### src/tsc_pkg.sv
// package: shared types, constants and helpers of the time record stream checker
`timescale 1ns / 1ps
package tsc_pkg;

    // record layout
    localparam int unsigned RECORD_BYTES = 22;
    localparam int unsigned POS_W        = $clog2(RECORD_BYTES);

    localparam logic [POS_W-1:0] POS_START  = POS_W'(0);
    localparam logic [POS_W-1:0] POS_DAY    = POS_W'(1);
    localparam logic [POS_W-1:0] POS_COLON0 = POS_W'(4);
    localparam logic [POS_W-1:0] POS_HOUR   = POS_W'(5);
    localparam logic [POS_W-1:0] POS_COLON1 = POS_W'(7);
    localparam logic [POS_W-1:0] POS_MINUTE = POS_W'(8);
    localparam logic [POS_W-1:0] POS_COLON2 = POS_W'(10);
    localparam logic [POS_W-1:0] POS_SECOND = POS_W'(11);
    localparam logic [POS_W-1:0] POS_QUAL   = POS_W'(13);
    localparam logic [POS_W-1:0] LAST_POS   = POS_W'(RECORD_BYTES - 1);

    // byte codes
    localparam logic [7:0] START_BYTE = 8'h01;
    localparam logic [7:0] CH_COLON   = 8'h3A;
    localparam logic [7:0] CH_SPACE   = 8'h20;
    localparam logic [7:0] CH_DOT     = 8'h2E;
    localparam logic [7:0] CH_STAR    = 8'h2A;
    localparam logic [7:0] CH_HASH    = 8'h23;
    localparam logic [7:0] CH_QUEST   = 8'h3F;
    localparam logic [7:0] CH_ZERO    = 8'h30;
    localparam logic [7:0] CH_NINE    = 8'h39;

    // time limits and scale factors
    localparam logic [6:0]  HOUR_MAX     = 7'd24;
    localparam logic [6:0]  MINSEC_MAX   = 7'd59;
    localparam int unsigned SECS_W       = 27;
    localparam logic [SECS_W-1:0] SECS_PER_DAY  = SECS_W'(86400);
    localparam logic [SECS_W-1:0] SECS_PER_HOUR = SECS_W'(3600);
    localparam logic [SECS_W-1:0] SECS_PER_MIN  = SECS_W'(60);

    // digit flag bits
    localparam int unsigned FD_DAY    = 0;
    localparam int unsigned FD_HOUR   = 1;
    localparam int unsigned FD_MINUTE = 2;
    localparam int unsigned FD_SECOND = 3;

    // register reset values
    localparam logic [63:0] EXP_STEP_RESET = 64'd20000000;
    localparam logic [15:0] WARMUP_RESET   = 16'd20;

    // configuration register indexes
    typedef enum logic [1:0] {
        CFG_WARN_DEGRADED  = 2'd0,
        CFG_EXPECTED_STEP  = 2'd1,
        CFG_WARMUP_RECORDS = 2'd2
    } cfg_index_t;

    typedef enum logic [2:0] {
        QUAL_SPACE   = 3'd0,
        QUAL_DOT     = 3'd1,
        QUAL_STAR    = 3'd2,
        QUAL_HASH    = 3'd3,
        QUAL_QUEST   = 3'd4,
        QUAL_INVALID = 3'd5
    } quality_t;

    typedef enum logic [2:0] {
        TERR_OK          = 3'd0,
        TERR_DAY_DIGIT   = 3'd1,
        TERR_HOUR_DIGIT  = 3'd2,
        TERR_HOUR_RANGE  = 3'd3,
        TERR_MIN_DIGIT   = 3'd4,
        TERR_MIN_RANGE   = 3'd5,
        TERR_SEC_DIGIT   = 3'd6,
        TERR_SEC_RANGE   = 3'd7
    } time_err_t;

    // finished record handed from the parser to the verdict stage
    typedef struct packed {
        logic [31:0]       record_number;
        logic              start_bad;
        logic              colon_bad;
        quality_t          quality;
        time_err_t         time_error;
        logic [SECS_W-1:0] total_seconds;
        logic [SECS_W-1:0] prev_seconds;
        logic              prev_valid;
        logic [63:0]       clock;
        logic [63:0]       prev_clock;
    } rec_snap_t;

    // result item
    typedef struct packed {
        logic [31:0]       record_number;
        logic              start_bad;
        logic              colon_bad;
        quality_t          quality_class;
        logic              quality_warn;
        time_err_t         time_error;
        logic [SECS_W-1:0] total_seconds;
        logic              checks_active;
        logic              clock_step_bad;
        logic [63:0]       clock_step;
        logic              time_step_bad;
    } verdict_t;

    function automatic quality_t classify_quality(input logic [7:0] b);
        quality_t q;
        priority if (b == CH_SPACE) q = QUAL_SPACE;
        else if (b == CH_DOT)       q = QUAL_DOT;
        else if (b == CH_STAR)      q = QUAL_STAR;
        else if (b == CH_HASH)      q = QUAL_HASH;
        else if (b == CH_QUEST)     q = QUAL_QUEST;
        else                        q = QUAL_INVALID;
        return q;
    endfunction

endpackage

### src/tsc_if.sv
// interfaces: byte input channel and verdict output channel
`timescale 1ns / 1ps
interface tsc_in_if;
    logic       valid;
    logic       ready;
    logic [7:0] data_byte;
    logic       stream_start;

    modport source (output valid, output data_byte, output stream_start, input ready);
    modport sink   (input valid, input data_byte, input stream_start, output ready);
endinterface

interface tsc_out_if;
    logic        valid;
    logic        ready;
    logic [31:0] record_number;
    logic        start_bad;
    logic        colon_bad;
    logic [2:0]  quality_class;
    logic        quality_warn;
    logic [2:0]  time_error;
    logic [26:0] total_seconds;
    logic        checks_active;
    logic        clock_step_bad;
    logic [63:0] clock_step;
    logic        time_step_bad;

    modport source (
        output valid, input ready,
        output record_number, output start_bad, output colon_bad,
        output quality_class, output quality_warn, output time_error,
        output total_seconds, output checks_active, output clock_step_bad,
        output clock_step, output time_step_bad
    );
    modport sink (
        input valid, output ready,
        input record_number, input start_bad, input colon_bad,
        input quality_class, input quality_warn, input time_error,
        input total_seconds, input checks_active, input clock_step_bad,
        input clock_step, input time_step_bad
    );
endinterface

### src/tsc_parser.sv
// record parser: per-byte field accumulators, record count and previous-record state
`timescale 1ns / 1ps
module tsc_parser
    import tsc_pkg::*;
(
    input  logic       clk,
    input  logic       rst_n,
    input  logic       accept,
    input  logic [7:0] data_byte,
    input  logic       stream_start,
    output logic       snap_valid,
    output rec_snap_t  snap
);

    logic [POS_W-1:0]  pos_reg;
    logic [31:0]       count_reg;
    logic [63:0]       clock_reg,        clock_next;
    logic [63:0]       prev_clock_reg;
    logic [9:0]        day_reg,          day_next;
    logic [6:0]        hour_reg,         hour_next;
    logic [6:0]        minute_reg,       minute_next;
    logic [6:0]        second_reg,       second_next;
    logic [3:0]        digits_ok_reg,    digits_ok_next;
    logic [1:0]        flags_reg,        flags_next;
    quality_t          quality_reg,      quality_next;
    logic [SECS_W-1:0] prev_seconds_reg;
    logic              prev_valid_reg;
    logic [SECS_W-1:0] secs_reg;
    time_err_t         err_reg;

    logic [POS_W-1:0]  pos_eff;
    logic              is_last;
    logic [31:0]       count_base;
    logic [63:0]       prev_clock_base;
    logic [SECS_W-1:0] prev_seconds_base;
    logic              prev_valid_base;
    logic              is_digit;
    logic [3:0]        digit_val;
    time_err_t         err_calc;
    logic [SECS_W-1:0] secs_calc;

    // stream start restarts position and stream history
    assign pos_eff           = stream_start ? POS_START : pos_reg;
    assign is_last           = (pos_eff == LAST_POS);
    assign count_base        = stream_start ? '0 : count_reg;
    assign prev_clock_base   = stream_start ? '0 : prev_clock_reg;
    assign prev_seconds_base = stream_start ? '0 : prev_seconds_reg;
    assign prev_valid_base   = stream_start ? 1'b0 : prev_valid_reg;

    assign is_digit  = (data_byte >= CH_ZERO) && (data_byte <= CH_NINE);
    assign digit_val = 4'(data_byte - CH_ZERO);

    // field update for the byte at hand
    always_comb
    begin
        day_next       = day_reg;
        hour_next      = hour_reg;
        minute_next    = minute_reg;
        second_next    = second_reg;
        digits_ok_next = digits_ok_reg;
        flags_next     = flags_reg;
        quality_next   = quality_reg;
        clock_next     = clock_reg;
        priority if (pos_eff == POS_START)
        begin
            day_next       = '0;
            hour_next      = '0;
            minute_next    = '0;
            second_next    = '0;
            digits_ok_next = '1;
            flags_next     = {1'b0, data_byte != START_BYTE};
            quality_next   = QUAL_SPACE;
            clock_next     = '0;
        end
        else if (pos_eff < POS_COLON0)
        begin
            if (is_digit)
                day_next = 10'({4'b0, day_reg} * 14'd10 + 14'(digit_val));
            else
                digits_ok_next[FD_DAY] = 1'b0;
        end
        else if (pos_eff == POS_COLON0 || pos_eff == POS_COLON1 || pos_eff == POS_COLON2)
        begin
            flags_next[1] = flags_reg[1] | (data_byte != CH_COLON);
        end
        else if (pos_eff == POS_HOUR || pos_eff == POS_HOUR + POS_W'(1))
        begin
            if (is_digit)
                hour_next = 7'({4'b0, hour_reg} * 11'd10 + 11'(digit_val));
            else
                digits_ok_next[FD_HOUR] = 1'b0;
        end
        else if (pos_eff == POS_MINUTE || pos_eff == POS_MINUTE + POS_W'(1))
        begin
            if (is_digit)
                minute_next = 7'({4'b0, minute_reg} * 11'd10 + 11'(digit_val));
            else
                digits_ok_next[FD_MINUTE] = 1'b0;
        end
        else if (pos_eff == POS_SECOND || pos_eff == POS_SECOND + POS_W'(1))
        begin
            if (is_digit)
                second_next = 7'({4'b0, second_reg} * 11'd10 + 11'(digit_val));
            else
                digits_ok_next[FD_SECOND] = 1'b0;
        end
        else if (pos_eff == POS_QUAL)
        begin
            quality_next = classify_quality(data_byte);
        end
        else
        begin
            clock_next = {clock_reg[55:0], data_byte};
        end
    end

    // time check from settled fields, first failing check wins
    always_comb
    begin
        priority if (!digits_ok_reg[FD_DAY])    err_calc = TERR_DAY_DIGIT;
        else if (!digits_ok_reg[FD_HOUR])       err_calc = TERR_HOUR_DIGIT;
        else if (hour_reg > HOUR_MAX)           err_calc = TERR_HOUR_RANGE;
        else if (!digits_ok_reg[FD_MINUTE])     err_calc = TERR_MIN_DIGIT;
        else if (minute_reg > MINSEC_MAX)       err_calc = TERR_MIN_RANGE;
        else if (!digits_ok_reg[FD_SECOND])     err_calc = TERR_SEC_DIGIT;
        else if (second_reg > MINSEC_MAX)       err_calc = TERR_SEC_RANGE;
        else                                    err_calc = TERR_OK;
    end

    // seconds since day zero, constant multiplies, zero on a time error
    always_comb
    begin
        secs_calc = SECS_W'(day_reg) * SECS_PER_DAY
                  + SECS_W'(hour_reg) * SECS_PER_HOUR
                  + SECS_W'(minute_reg) * SECS_PER_MIN
                  + SECS_W'(second_reg);
        if (err_calc != TERR_OK)
            secs_calc = '0;
    end

    // position, accumulators and stream history
    always_ff @(posedge clk or negedge rst_n)
    begin
        if (!rst_n)
        begin
            pos_reg          <= POS_START;
            count_reg        <= '0;
            clock_reg        <= '0;
            prev_clock_reg   <= '0;
            day_reg          <= '0;
            hour_reg         <= '0;
            minute_reg       <= '0;
            second_reg       <= '0;
            digits_ok_reg    <= '1;
            flags_reg        <= '0;
            quality_reg      <= QUAL_SPACE;
            prev_seconds_reg <= '0;
            prev_valid_reg   <= 1'b0;
        end
        else if (accept)
        begin
            pos_reg       <= is_last ? POS_START : pos_eff + POS_W'(1);
            clock_reg     <= clock_next;
            day_reg       <= day_next;
            hour_reg      <= hour_next;
            minute_reg    <= minute_next;
            second_reg    <= second_next;
            digits_ok_reg <= digits_ok_next;
            flags_reg     <= flags_next;
            quality_reg   <= quality_next;
            if (is_last)
            begin
                count_reg        <= count_base + 32'd1;
                prev_clock_reg   <= clock_next;
                prev_seconds_reg <= secs_reg;
                prev_valid_reg   <= (err_reg == TERR_OK);
            end
            else
            begin
                count_reg        <= count_base;
                prev_clock_reg   <= prev_clock_base;
                prev_seconds_reg <= prev_seconds_base;
                prev_valid_reg   <= prev_valid_base;
            end
        end
    end

    // time verdict captured once the second digits are in
    always_ff @(posedge clk)
    begin
        if (accept && pos_eff == POS_QUAL)
        begin
            secs_reg <= secs_calc;
            err_reg  <= err_calc;
        end
    end

    // finished record
    assign snap_valid = accept && is_last;

    always_comb
    begin
        snap.record_number = count_base + 32'd1;
        snap.start_bad     = flags_next[0];
        snap.colon_bad     = flags_next[1];
        snap.quality       = quality_next;
        snap.time_error    = err_reg;
        snap.total_seconds = secs_reg;
        snap.prev_seconds  = prev_seconds_base;
        snap.prev_valid    = prev_valid_base;
        snap.clock         = clock_next;
        snap.prev_clock    = prev_clock_base;
    end

    // checks
    a_pos_in_record: assert property (@(posedge clk) disable iff (!rst_n)
        pos_reg <= LAST_POS)
        else $error("byte position past end of record");

    a_last_wraps: assert property (@(posedge clk) disable iff (!rst_n)
        snap_valid |=> pos_reg == POS_START)
        else $error("position did not wrap after last byte");

    a_start_clears: assert property (@(posedge clk) disable iff (!rst_n)
        accept && stream_start && !is_last |=> count_reg == '0 && !prev_valid_reg)
        else $error("stream start did not clear history");

endmodule

### src/tsc_verdict.sv
// verdict stage: record holding register, step checks and result register
`timescale 1ns / 1ps
module tsc_verdict
    import tsc_pkg::*;
(
    input  logic        clk,
    input  logic        rst_n,
    input  logic        snap_valid,
    input  rec_snap_t   snap,
    output logic        snap_ready,
    input  logic        warn_degraded,
    input  logic [63:0] expected_clock_step,
    input  logic [15:0] warmup_records,
    output logic        out_valid,
    input  logic        out_ready,
    output verdict_t    out_item
);

    logic       s1_valid_reg;
    rec_snap_t  s1_reg;
    logic       out_valid_reg;
    verdict_t   out_reg, out_next;
    logic       s1_adv;

    // handshake between record register and result register
    assign s1_adv     = s1_valid_reg && (!out_valid_reg || out_ready);
    assign snap_ready = !s1_valid_reg || s1_adv;

    always_ff @(posedge clk or negedge rst_n)
    begin
        if (!rst_n)
        begin
            s1_valid_reg  <= 1'b0;
            out_valid_reg <= 1'b0;
        end
        else
        begin
            if (snap_valid)
                s1_valid_reg <= 1'b1;
            else if (s1_adv)
                s1_valid_reg <= 1'b0;

            if (s1_adv)
                out_valid_reg <= 1'b1;
            else if (out_ready)
                out_valid_reg <= 1'b0;
        end
    end

    always_ff @(posedge clk)
    begin
        if (snap_valid)
            s1_reg <= snap;
        if (s1_adv)
            out_reg <= out_next;
    end

    // step checks
    always_comb
    begin
        out_next.record_number  = s1_reg.record_number;
        out_next.start_bad      = s1_reg.start_bad;
        out_next.colon_bad      = s1_reg.colon_bad;
        out_next.quality_class  = s1_reg.quality;
        out_next.quality_warn   = warn_degraded
                                  && s1_reg.quality != QUAL_SPACE
                                  && s1_reg.quality != QUAL_INVALID;
        out_next.time_error     = s1_reg.time_error;
        out_next.total_seconds  = s1_reg.total_seconds;
        out_next.checks_active  = s1_reg.record_number > {16'b0, warmup_records};
        out_next.clock_step     = s1_reg.clock - s1_reg.prev_clock;
        out_next.clock_step_bad = out_next.checks_active
                                  && (out_next.clock_step != expected_clock_step);
        out_next.time_step_bad  = out_next.checks_active && s1_reg.prev_valid
                                  && (s1_reg.time_error != TERR_OK
                                      || {1'b0, s1_reg.total_seconds}
                                         != {1'b0, s1_reg.prev_seconds} + 28'd1);
    end

    assign out_valid = out_valid_reg;
    assign out_item  = out_reg;

    // checks
    a_hold_when_full: assert property (@(posedge clk) disable iff (!rst_n)
        s1_valid_reg && out_valid_reg && !out_ready |-> !snap_ready)
        else $error("record accepted while both stages are blocked");

    a_secs_zero_on_err: assert property (@(posedge clk) disable iff (!rst_n)
        out_valid_reg && out_reg.time_error != TERR_OK |-> out_reg.total_seconds == '0)
        else $error("seconds given for a bad time");

    a_steps_need_active: assert property (@(posedge clk) disable iff (!rst_n)
        out_valid_reg && !out_reg.checks_active
        |-> !out_reg.clock_step_bad && !out_reg.time_step_bad)
        else $error("step flag raised during warm-up");

    a_warn_class: assert property (@(posedge clk) disable iff (!rst_n)
        out_valid_reg && out_reg.quality_warn
        |-> out_reg.quality_class != QUAL_SPACE && out_reg.quality_class != QUAL_INVALID)
        else $error("quality warning on a plain or invalid class");

endmodule

### src/time_record_stream_checker_unit.sv
// top level: time record stream checker with configuration registers
//
// channel  | role   | handshake     | payload
// in_ch    | sink   | valid / ready | data_byte[7:0], stream_start
// out_ch   | source | valid / ready | record_number .. time_step_bad, one item per record
// cfg      | write  | cfg_we        | cfg_index[1:0], cfg_data[63:0]
//
// one byte is taken per clock unless stalled; results pass the record and result registers
// time fields are settled at the quality byte, step checks run in the verdict stage
// the input stalls whenever both verdict registers are full and the result is not taken
// rst_n clears position, counts, history and registers to their defaults
`timescale 1ns / 1ps
module time_record_stream_checker_unit
    import tsc_pkg::*;
(
    input  logic        clk,
    input  logic        rst_n,
    tsc_in_if.sink      in_ch,
    tsc_out_if.source   out_ch,
    input  logic        cfg_we,
    input  logic [1:0]  cfg_index,
    input  logic [63:0] cfg_data
);

    logic        warn_degraded_reg;
    logic [63:0] expected_clock_step_reg;
    logic [15:0] warmup_records_reg;

    logic        accept;
    logic        snap_valid;
    logic        snap_ready;
    rec_snap_t   snap;
    verdict_t    out_item;

    // configuration registers
    always_ff @(posedge clk or negedge rst_n)
    begin
        if (!rst_n)
        begin
            warn_degraded_reg       <= 1'b0;
            expected_clock_step_reg <= EXP_STEP_RESET;
            warmup_records_reg      <= WARMUP_RESET;
        end
        else if (cfg_we)
        begin
            unique case (cfg_index_t'(cfg_index))
                CFG_WARN_DEGRADED:  warn_degraded_reg       <= cfg_data[0];
                CFG_EXPECTED_STEP:  expected_clock_step_reg <= cfg_data;
                CFG_WARMUP_RECORDS: warmup_records_reg      <= cfg_data[15:0];
                default: ;
            endcase
        end
    end

    // input handshake
    assign in_ch.ready = snap_ready;
    assign accept      = in_ch.valid && snap_ready;

    tsc_parser u_parser (
        .clk          (clk),
        .rst_n        (rst_n),
        .accept       (accept),
        .data_byte    (in_ch.data_byte),
        .stream_start (in_ch.stream_start),
        .snap_valid   (snap_valid),
        .snap         (snap)
    );

    tsc_verdict u_verdict (
        .clk                 (clk),
        .rst_n               (rst_n),
        .snap_valid          (snap_valid),
        .snap                (snap),
        .snap_ready          (snap_ready),
        .warn_degraded       (warn_degraded_reg),
        .expected_clock_step (expected_clock_step_reg),
        .warmup_records      (warmup_records_reg),
        .out_valid           (out_ch.valid),
        .out_ready           (out_ch.ready),
        .out_item            (out_item)
    );

    // result fields
    assign out_ch.record_number  = out_item.record_number;
    assign out_ch.start_bad      = out_item.start_bad;
    assign out_ch.colon_bad      = out_item.colon_bad;
    assign out_ch.quality_class  = out_item.quality_class;
    assign out_ch.quality_warn   = out_item.quality_warn;
    assign out_ch.time_error     = out_item.time_error;
    assign out_ch.total_seconds  = out_item.total_seconds;
    assign out_ch.checks_active  = out_item.checks_active;
    assign out_ch.clock_step_bad = out_item.clock_step_bad;
    assign out_ch.clock_step     = out_item.clock_step;
    assign out_ch.time_step_bad  = out_item.time_step_bad;

endmodule
### src/flat_wrapper.sv
// flat-port wrapper written by rule: the top's interface ports become plain ports
module time_record_stream_checker_unit_flat import tsc_pkg::*;
  (clk, rst_n, cfg_we, cfg_index, cfg_data, in_ch_valid, in_ch_data_byte, in_ch_stream_start, in_ch_ready, out_ch_valid, out_ch_ready, out_ch_record_number, out_ch_start_bad, out_ch_colon_bad, out_ch_quality_class, out_ch_quality_warn, out_ch_time_error, out_ch_total_seconds, out_ch_checks_active, out_ch_clock_step_bad, out_ch_clock_step, out_ch_time_step_bad);
  tsc_in_if in_ch_i ();
  tsc_out_if out_ch_i ();
  input  logic clk;
  input  logic rst_n;
  input  logic cfg_we;
  input  logic [1:0] cfg_index;
  input  logic [63:0] cfg_data;
  input wire logic [$bits(in_ch_i.valid)-1:0] in_ch_valid;
  input wire logic [$bits(in_ch_i.data_byte)-1:0] in_ch_data_byte;
  input wire logic [$bits(in_ch_i.stream_start)-1:0] in_ch_stream_start;
  output wire logic [$bits(in_ch_i.ready)-1:0] in_ch_ready;
  output wire logic [$bits(out_ch_i.valid)-1:0] out_ch_valid;
  input wire logic [$bits(out_ch_i.ready)-1:0] out_ch_ready;
  output wire logic [$bits(out_ch_i.record_number)-1:0] out_ch_record_number;
  output wire logic [$bits(out_ch_i.start_bad)-1:0] out_ch_start_bad;
  output wire logic [$bits(out_ch_i.colon_bad)-1:0] out_ch_colon_bad;
  output wire logic [$bits(out_ch_i.quality_class)-1:0] out_ch_quality_class;
  output wire logic [$bits(out_ch_i.quality_warn)-1:0] out_ch_quality_warn;
  output wire logic [$bits(out_ch_i.time_error)-1:0] out_ch_time_error;
  output wire logic [$bits(out_ch_i.total_seconds)-1:0] out_ch_total_seconds;
  output wire logic [$bits(out_ch_i.checks_active)-1:0] out_ch_checks_active;
  output wire logic [$bits(out_ch_i.clock_step_bad)-1:0] out_ch_clock_step_bad;
  output wire logic [$bits(out_ch_i.clock_step)-1:0] out_ch_clock_step;
  output wire logic [$bits(out_ch_i.time_step_bad)-1:0] out_ch_time_step_bad;
  assign in_ch_i.valid = in_ch_valid;
  assign in_ch_i.data_byte = in_ch_data_byte;
  assign in_ch_i.stream_start = in_ch_stream_start;
  assign in_ch_ready = in_ch_i.ready;
  assign out_ch_valid = out_ch_i.valid;
  assign out_ch_i.ready = out_ch_ready;
  assign out_ch_record_number = out_ch_i.record_number;
  assign out_ch_start_bad = out_ch_i.start_bad;
  assign out_ch_colon_bad = out_ch_i.colon_bad;
  assign out_ch_quality_class = out_ch_i.quality_class;
  assign out_ch_quality_warn = out_ch_i.quality_warn;
  assign out_ch_time_error = out_ch_i.time_error;
  assign out_ch_total_seconds = out_ch_i.total_seconds;
  assign out_ch_checks_active = out_ch_i.checks_active;
  assign out_ch_clock_step_bad = out_ch_i.clock_step_bad;
  assign out_ch_clock_step = out_ch_i.clock_step;
  assign out_ch_time_step_bad = out_ch_i.time_step_bad;
  time_record_stream_checker_unit u_core (.clk(clk), .rst_n(rst_n), .in_ch(in_ch_i), .out_ch(out_ch_i), .cfg_we(cfg_we), .cfg_index(cfg_index), .cfg_data(cfg_data));
endmodule
### config.mk
export PLATFORM = sky130hd
export DESIGN_NAME = time_record_stream_checker_unit_flat
export DESIGN_NICKNAME = d
export VERILOG_FILES = /design/src/tsc_pkg.sv /design/src/tsc_if.sv /design/src/tsc_parser.sv /design/src/tsc_verdict.sv /design/src/time_record_stream_checker_unit.sv /design/src/flat_wrapper.sv
export SDC_FILE = /design/constraint.sdc
export NUM_CORES = 1
export LEC_CHECK = 0
export CELL_PAD_IN_SITES_DETAIL_PLACEMENT = 1
export CELL_PAD_IN_SITES_GLOBAL_PLACEMENT = 2
export CORE_MARGIN = 2
export CORE_UTILIZATION = 47
export DETAILED_ROUTE_END_ITERATION = 16
export DONT_BUFFER_PORTS = 1
export GPL_ROUTABILITY_DRIVEN = 0
export PLACE_DENSITY_LB_ADDON = 0.15
export SETUP_SLACK_MARGIN = 0.05
export SYNTH_ARGS = -nofsm -noshare
export SYNTH_HDL_FRONTEND = slang
export SYNTH_SLANG_ARGS = --single-unit
### constraint.sdc
create_clock -name clk -period 28.7 [get_ports clk]
set_input_delay 1.435 -clock clk [delete_from_list [all_inputs] [get_ports clk]]
set_output_delay 1.435 -clock clk [all_outputs]
set_load 0.03 [all_outputs]
# Word-level counts from Yosys, hierarchy flattened

Cells that the tools add are included.

Add/subtract/negate cells: 12
Multipliers: 7
Magnitude comparators: 7
Equal/unequal tests: 28
Muxes and demuxes: 75
Bitwise gates (word level): 1
Reductions and logical operators: 44

Operators with widths:

| operator               | count |
|---|---|
| $mux 64                | 9 |
| $mux 7                 | 18 |
| $mux 32                | 2 |
| $ne 64x64->1           | 1 |
| $sub 64x64->64         | 1 |
| $mux 3                 | 20 |
| $mux 27                | 2 |
| $eq 8x6->1 const B     | 5 |
| $add 32x1->32 const B  | 1 |
| $gt 32x16->1           | 1 |
| $eq 5x4->1 const B     | 6 |
| $mux 10                | 3 |
| $add 27x1->28 const B  | 1 |
| $ne 27x28->1           | 1 |
| $add 27x13->27         | 1 |
| $add 27x19->27         | 1 |
| $add 27x7->27          | 1 |
| $add 7x4->7            | 3 |
| $mul 7x3->6 const B    | 3 |
| $eq 5x3->1 const B     | 4 |
| $mul 10x10->20 const B | 1 |
| $mux 1                 | 17 |
| $mul 7x8->15 const B   | 1 |
| $gt 7x6->1 const B     | 2 |
| other kinds (34)       | 69 |

Flip-flop bits (word level): 704
Input bits: 80

# Depth between registers and ports, before layout

Depth in word-level cells: 13
Gate-level depth with buffers: 24

# By module

Synthesis repeated with hierarchy kept, for this count alone.

Cells, all modules: 3404
Area, all modules: 39729.4 sq um

By module, submodules not included:

| module                          | instances | cells an instance | area an instance (sq um) | sequential area each (sq um) |
|---|---|---|---|---|
| tsc_verdict                     | 1         | 1469              | 18258.8                  | 10800.4 |
| tsc_parser                      | 1         | 1761              | 18116.1                  | 6736.5 |
| time_record_stream_checker_unit | 1         | 174               | 3354.5                   | 2039.5 |

# Least setup slack after synthesis

Ideal clock, no wire load.

Path kind: input -> register
Start point: in in_ch_stream_start
End point: reg u_core.u_parser.prev_clock_reg[63]
Library setup time: 103 ps
Arrival time: 11039 ps
Path slack: 17558 ps
Cell stages on the path: 14
Path buffers: 7
Cell sequence: clkbuf_1 -> clkbuf_1 -> clkbuf_1 -> clkbuf_1 -> nand2b_1 -> ha_1 -> nor2b_1 -> and3_1 -> clkbuf_1 -> nand2_1 -> inv_1 -> clkbuf_1 -> clkbuf_1 -> a22o_1

Longest elaborated chain between the ends: 10

RTL lines:

| element                                            | RTL line                             | source |
|---|---|---|
| start: declaration                                 | flat_wrapper.sv:13                   | `input wire logic [$bits(in_ch_i.stream_start)-1:0] in_ch_stream_start;` |
| $mux 5                                             | tsc_parser.sv:43                     | `assign pos_eff = stream_start ? POS_START : pos_reg;` |
| $eq 5x4->1, on equally long branches               | tsc_parser.sv:107, tsc_parser.sv:100 |  |
| $mux 64 / $logic_or 1x1->1 (equally long branches) | tsc_parser.sv:107, tsc_parser.sv:100 |  |
| $mux 64                                            | tsc_parser.sv:100                    | `else if (pos_eff == POS_SECOND \|\| pos_eff == POS_SECOND + POS_W'(1))` |
| $mux 64                                            | tsc_parser.sv:93                     | `else if (pos_eff == POS_MINUTE \|\| pos_eff == POS_MINUTE + POS_W'(1))` |
| $mux 64                                            | tsc_parser.sv:86                     | `else if (pos_eff == POS_HOUR \|\| pos_eff == POS_HOUR + POS_W'(1))` |
| $mux 64                                            | tsc_parser.sv:82                     | `else if (pos_eff == POS_COLON0 \|\| pos_eff == POS_COLON1 \|\| pos_eff == POS_COLON2)` |
| $mux 64                                            | tsc_parser.sv:75                     | `else if (pos_eff < POS_COLON0)` |
| $mux 64                                            | tsc_parser.sv:64                     | `priority if (pos_eff == POS_START)` |
| $mux 64 (*)                                        | tsc_parser.sv:171                    | `if (is_last)` |
| end signal: assignment                             | tsc_parser.sv:174                    | `prev_clock_reg <= clock_next;` |
| end signal: assignment                             | tsc_parser.sv:181                    | `prev_clock_reg <= prev_clock_base;` |
| end: declaration                                   | tsc_parser.sv:18                     | `logic [63:0] prev_clock_reg;` |

Mark *: on every way between the ends. The rest lies on a longest branch, timed or not.
A chain may end at the register's enable or synchronous reset.

# Worst setup path in the final report

Start point: reg u_core.u_parser.minute_reg[3]
End point: reg u_core.u_parser.secs_reg[24], data pin

Longest elaborated chain between the ends: 7

RTL lines:

| element                                                                | RTL line          | source |
|---|---|---|
| start: declaration                                                     | tsc_parser.sv:21  | `logic [6:0] minute_reg, minute_next;` |
| start signal: assignment                                               | tsc_parser.sv:166 | `minute_reg <= minute_next;` |
| parallel branches: the longest is 7 deep, another holds $add 27x13->27 | --                |  |
| end signal: assignment                                                 | tsc_parser.sv:193 | `secs_reg <= secs_calc;` |
| end: declaration                                                       | tsc_parser.sv:28  | `logic [SECS_W-1:0] secs_reg;` |

Several ways; the timed one is not identified.

==> out/results.txt <==
status = finished, violations left
failing checks = max-capacitance violations, max-slew violations
Worst Hold Depth = 0
Clock Pin Slew Worst Setup and Hold Paths = 0.06 ns
Worst Path Arrival = 6.65 ns
EDFF count, synth = 388
worst reg2reg path depth = 24
R2R Path End = u_core.u_parser.secs_reg[24]
wirelength, routed = 110000 um
max FFs per register = 156
DRT antenna net count = 0
TritonCTS buffer count = 81
CTS tree = done
Rows = 105
CTS root buf = clkbuf_16
Chip Width = 292 um
FF+latch count, synth = 704
Hold WC Path Type = reg -> reg
Gate Count Post-Synth = 3535
CP cell instances = inv_1 > fa_1 > fa_1 > inv_1 > ha_1 > nor2b_1 > o21ai_0 > a21oi_1 > o21ai_0 > nand2b_1 > a21o_1 > a21oi_1 > xnor2_1 > fa_1 > ha_1 > nand3_1 > o31ai_1 > o211ai_1 > a21boi_0 > o21ai_0 > a21oi_1 > nand2_1 > xor2_1 > nor2_1
initial antenna violation count = 2
hpwl dp = 80700 um
number of global-route vias before repair = 28900
Synth area leader = edfxtp_1
P&R area growth vs syn = 9.60%
post-synthesis xor/xnor area fraction = 0.0662
first-pass detailed-route iteration total = 5
Seq/Total Area, Yosys = 0.502
most numerous cell in the Yosys netlist = nand2_1
Cell variety after synth = 83
Die Height = 292 um
vias after detailed routing = 26900
leakage power figure = 0.0185 uW
Setup crit end kind = register
1st-iter DRT viols = 1402
Layout fillers = 8540
maximum vdd drop = 0.0640 mV
syn avg cell area = 11.0 um^2
H-tree levels = 3
antenna cell count = 0
max incr delay on CP = 0.53 ns
r2r startpoint = u_core.u_parser.minute_reg[3]
fraction of layout cells with a size suffix above 1 = 0.0756
slowest stage cell, crit path = dfrtp_1
hold-fix buffers at CTS = 0
largest family of logic cells by synthesized area = simple AND/OR/NAND/NOR gates
CP Class = reg -> reg
final clock skew = 0.0289 ns
FMAX = 159 MHz
top cell type's share of synthesized area = 0.298
async set or reset register ratio after synthesis = 0.449
grt ovf = 0
Simple-Gate Fraction of Synth Area = 0.133
post-layout min period = 6.27 ns
crit start category = register
# IOs = 217
Buf/Inv on CP = 2
worst rel slew slack = -0.00371
worst-path maximum fanout = 7
Synth Flop Type = edfxtp_1
port bufs = 0
buffer count from post-CTS setup fixing = 0
Warnings, synthesis = 0
max-cap viol count = 1
All-Layer GR Usage = 0.259
worst hold endpoint = u_core.u_verdict.out_next[83]
hold_sp = u_core.u_parser.secs_reg[16]
Synth area leaders = edfxtp_1 30%, dfrtp_1 19%, ha_1 8.4%, xnor2_1 3.8%, nand2_1 3.8%
final worst slack = 22.43 ns
worst-skew pair later-pin latency = 0.66 ns
Post-route DRC = 0
first-pass GRT wire length = 172000 um
initial core utilization = 0.475
Setup TNS = 0 ns
Post-Syn Area = 39000 um^2
Req. time, crit path = 29.08 ns
Syn Nets = 3924
routed vias/inst = 5.82
adder-cell share of the synthesized area = 0.108
multi-input combinational cell area = 18100 um^2
Resized cells post-CTS = 0
Compound-Gate Fraction of Synth Area = 0.112
pwr/cell area = 67.8 nW/um^2
Setup WS pre-CTS = 22.42 ns
largest net degree at the start of global routing = 317
top post-synthesis cells by count = 390 x nand2_1, 388 x edfxtp_1, 302 x dfrtp_1, 261 x ha_1, 243 x nor2_1
Worst path top cell family by delay = compound AO/OA/AOI/OAI gates
fin crit share = 0.219
RSZ-0062 raised after global routing = no
Worst R2R Setup Slack = 22.43 ns
multiplexer share of the synthesized area = 0.0424
Worst-Margin Slew = 1.48 ns
register area = 19600 um^2
Core Region = 82100 um^2
routed length per instance = 23.8 um
Setup violations, final = 0
nets = 3878
Sink Count = 704
Fin. Hold Viols = 0
max-slew violation count = 1
full die area = 85400 um^2
Max Buffers Root-to-Sink = 3
## worst reg2reg max path, stage by stage, from the launching register on
cell      delay, ns
dfrtp_1        0.53
inv_1          0.20
fa_1           0.49
fa_1           0.51
inv_1          0.05
ha_1           0.32
nor2b_1        0.14
o21ai_0        0.20
a21oi_1        0.12
o21ai_0        0.18
nand2b_1       0.11
a21o_1         0.18
a21oi_1        0.16
xnor2_1        0.16
fa_1           0.45
ha_1           0.34
nand3_1        0.10
o31ai_1        0.42
o211ai_1       0.17
a21boi_0       0.28
o21ai_0        0.15
a21oi_1        0.37
nand2_1        0.14
xor2_1         0.17
nor2_1         0.06
## cell families (layout without fill, tap and decap cells)
group,Yosys count,count (layout)
compound gates,636,636
mux,155,155
flops,704,704
simple gates,1085,1085
fa+ha+maj,309,309
xor+xnor,269,269
buf+inv,377,400
## through the flow
| step | power, uW | util | instances | cell area, um^2 | hold slack (ns) |
|---|---|---|---|---|---|
| after floorplan | 1650 | - | 3535 | 39000 | 0.400 |
| after global placement | 1800 | 0.487 | 4476 | 40000 | 0.431 |
| after detailed placement | 1840 | 0.487 | 4476 | 40000 | 0.439 |
| after CTS | 2930 | 0.521 | 4628 | 42800 | 0.439 |
| after global routing | 3050 | 0.521 | 4628 | 42800 | 0.457 |
| final | 2900 | 0.521 | 4628 | 42800 | 0.440 |
## layer usage
layer  track usage  wire length [um]  up-vias
li1              -                 -    12500
met1         0.315             45900    13800
met2         0.458             55500      511
met3        0.0432              4390      178
met4        0.0993              4470        0
met5             0                 0        -
## placed cells by master, fill, tap and decap left out, drive strengths merged, types with 83 or more instances in the layout
cell type and count:
dfrtp 302, inv 241, xnor2 168, a21oi 149
nor2 244, clkbuf 108, mux2 83, nand2 391
a22o 122, o21ai 122, xor2 85, nor2b 123
ha 261, edfxtp 388
## where the power goes
| part | switching, uW | total (uW) | internal [uW] |
|---|---|---|---|
| logic | 371 | 650 | 278 |
| registers | 59.7 | 1160 | 1100 |
| clock network | 444 | 1090 | 642 |
| total | 875 | 2900 | 2030 |
## how the worst max path moves through the flow
stage | from | cells after the start | to
2_1_floorplan | in_ch_stream_start | 14 | u_core.u_parser.prev_clock_reg[63]
3_3_place_gp | u_core.u_parser.minute_reg[3] | 24 | u_core.u_parser.secs_reg[26]
3_5_place_dp | u_core.u_parser.minute_reg[3] | 24 | u_core.u_parser.secs_reg[24]
4_1_cts | u_core.u_parser.minute_reg[3] | 24 | u_core.u_parser.secs_reg[24]
5_1_grt | u_core.u_parser.minute_reg[3] | 24 | u_core.u_parser.secs_reg[24]
6_report | u_core.u_parser.minute_reg[3] | 24 | u_core.u_parser.secs_reg[24]
## layout make-up
class / count / area share
sequential: 704 / 0.458
multi-input combinational: 2454 / 0.422
clock buffer: 108 / 0.0528
tap: 1070 / 0.0313
inverter: 234 / 0.0207
clock inverter: 44 / 0.0129
timing repair buffer: 14 / 0.00275
No activity file was read; power rests on OpenSTA's default activity.
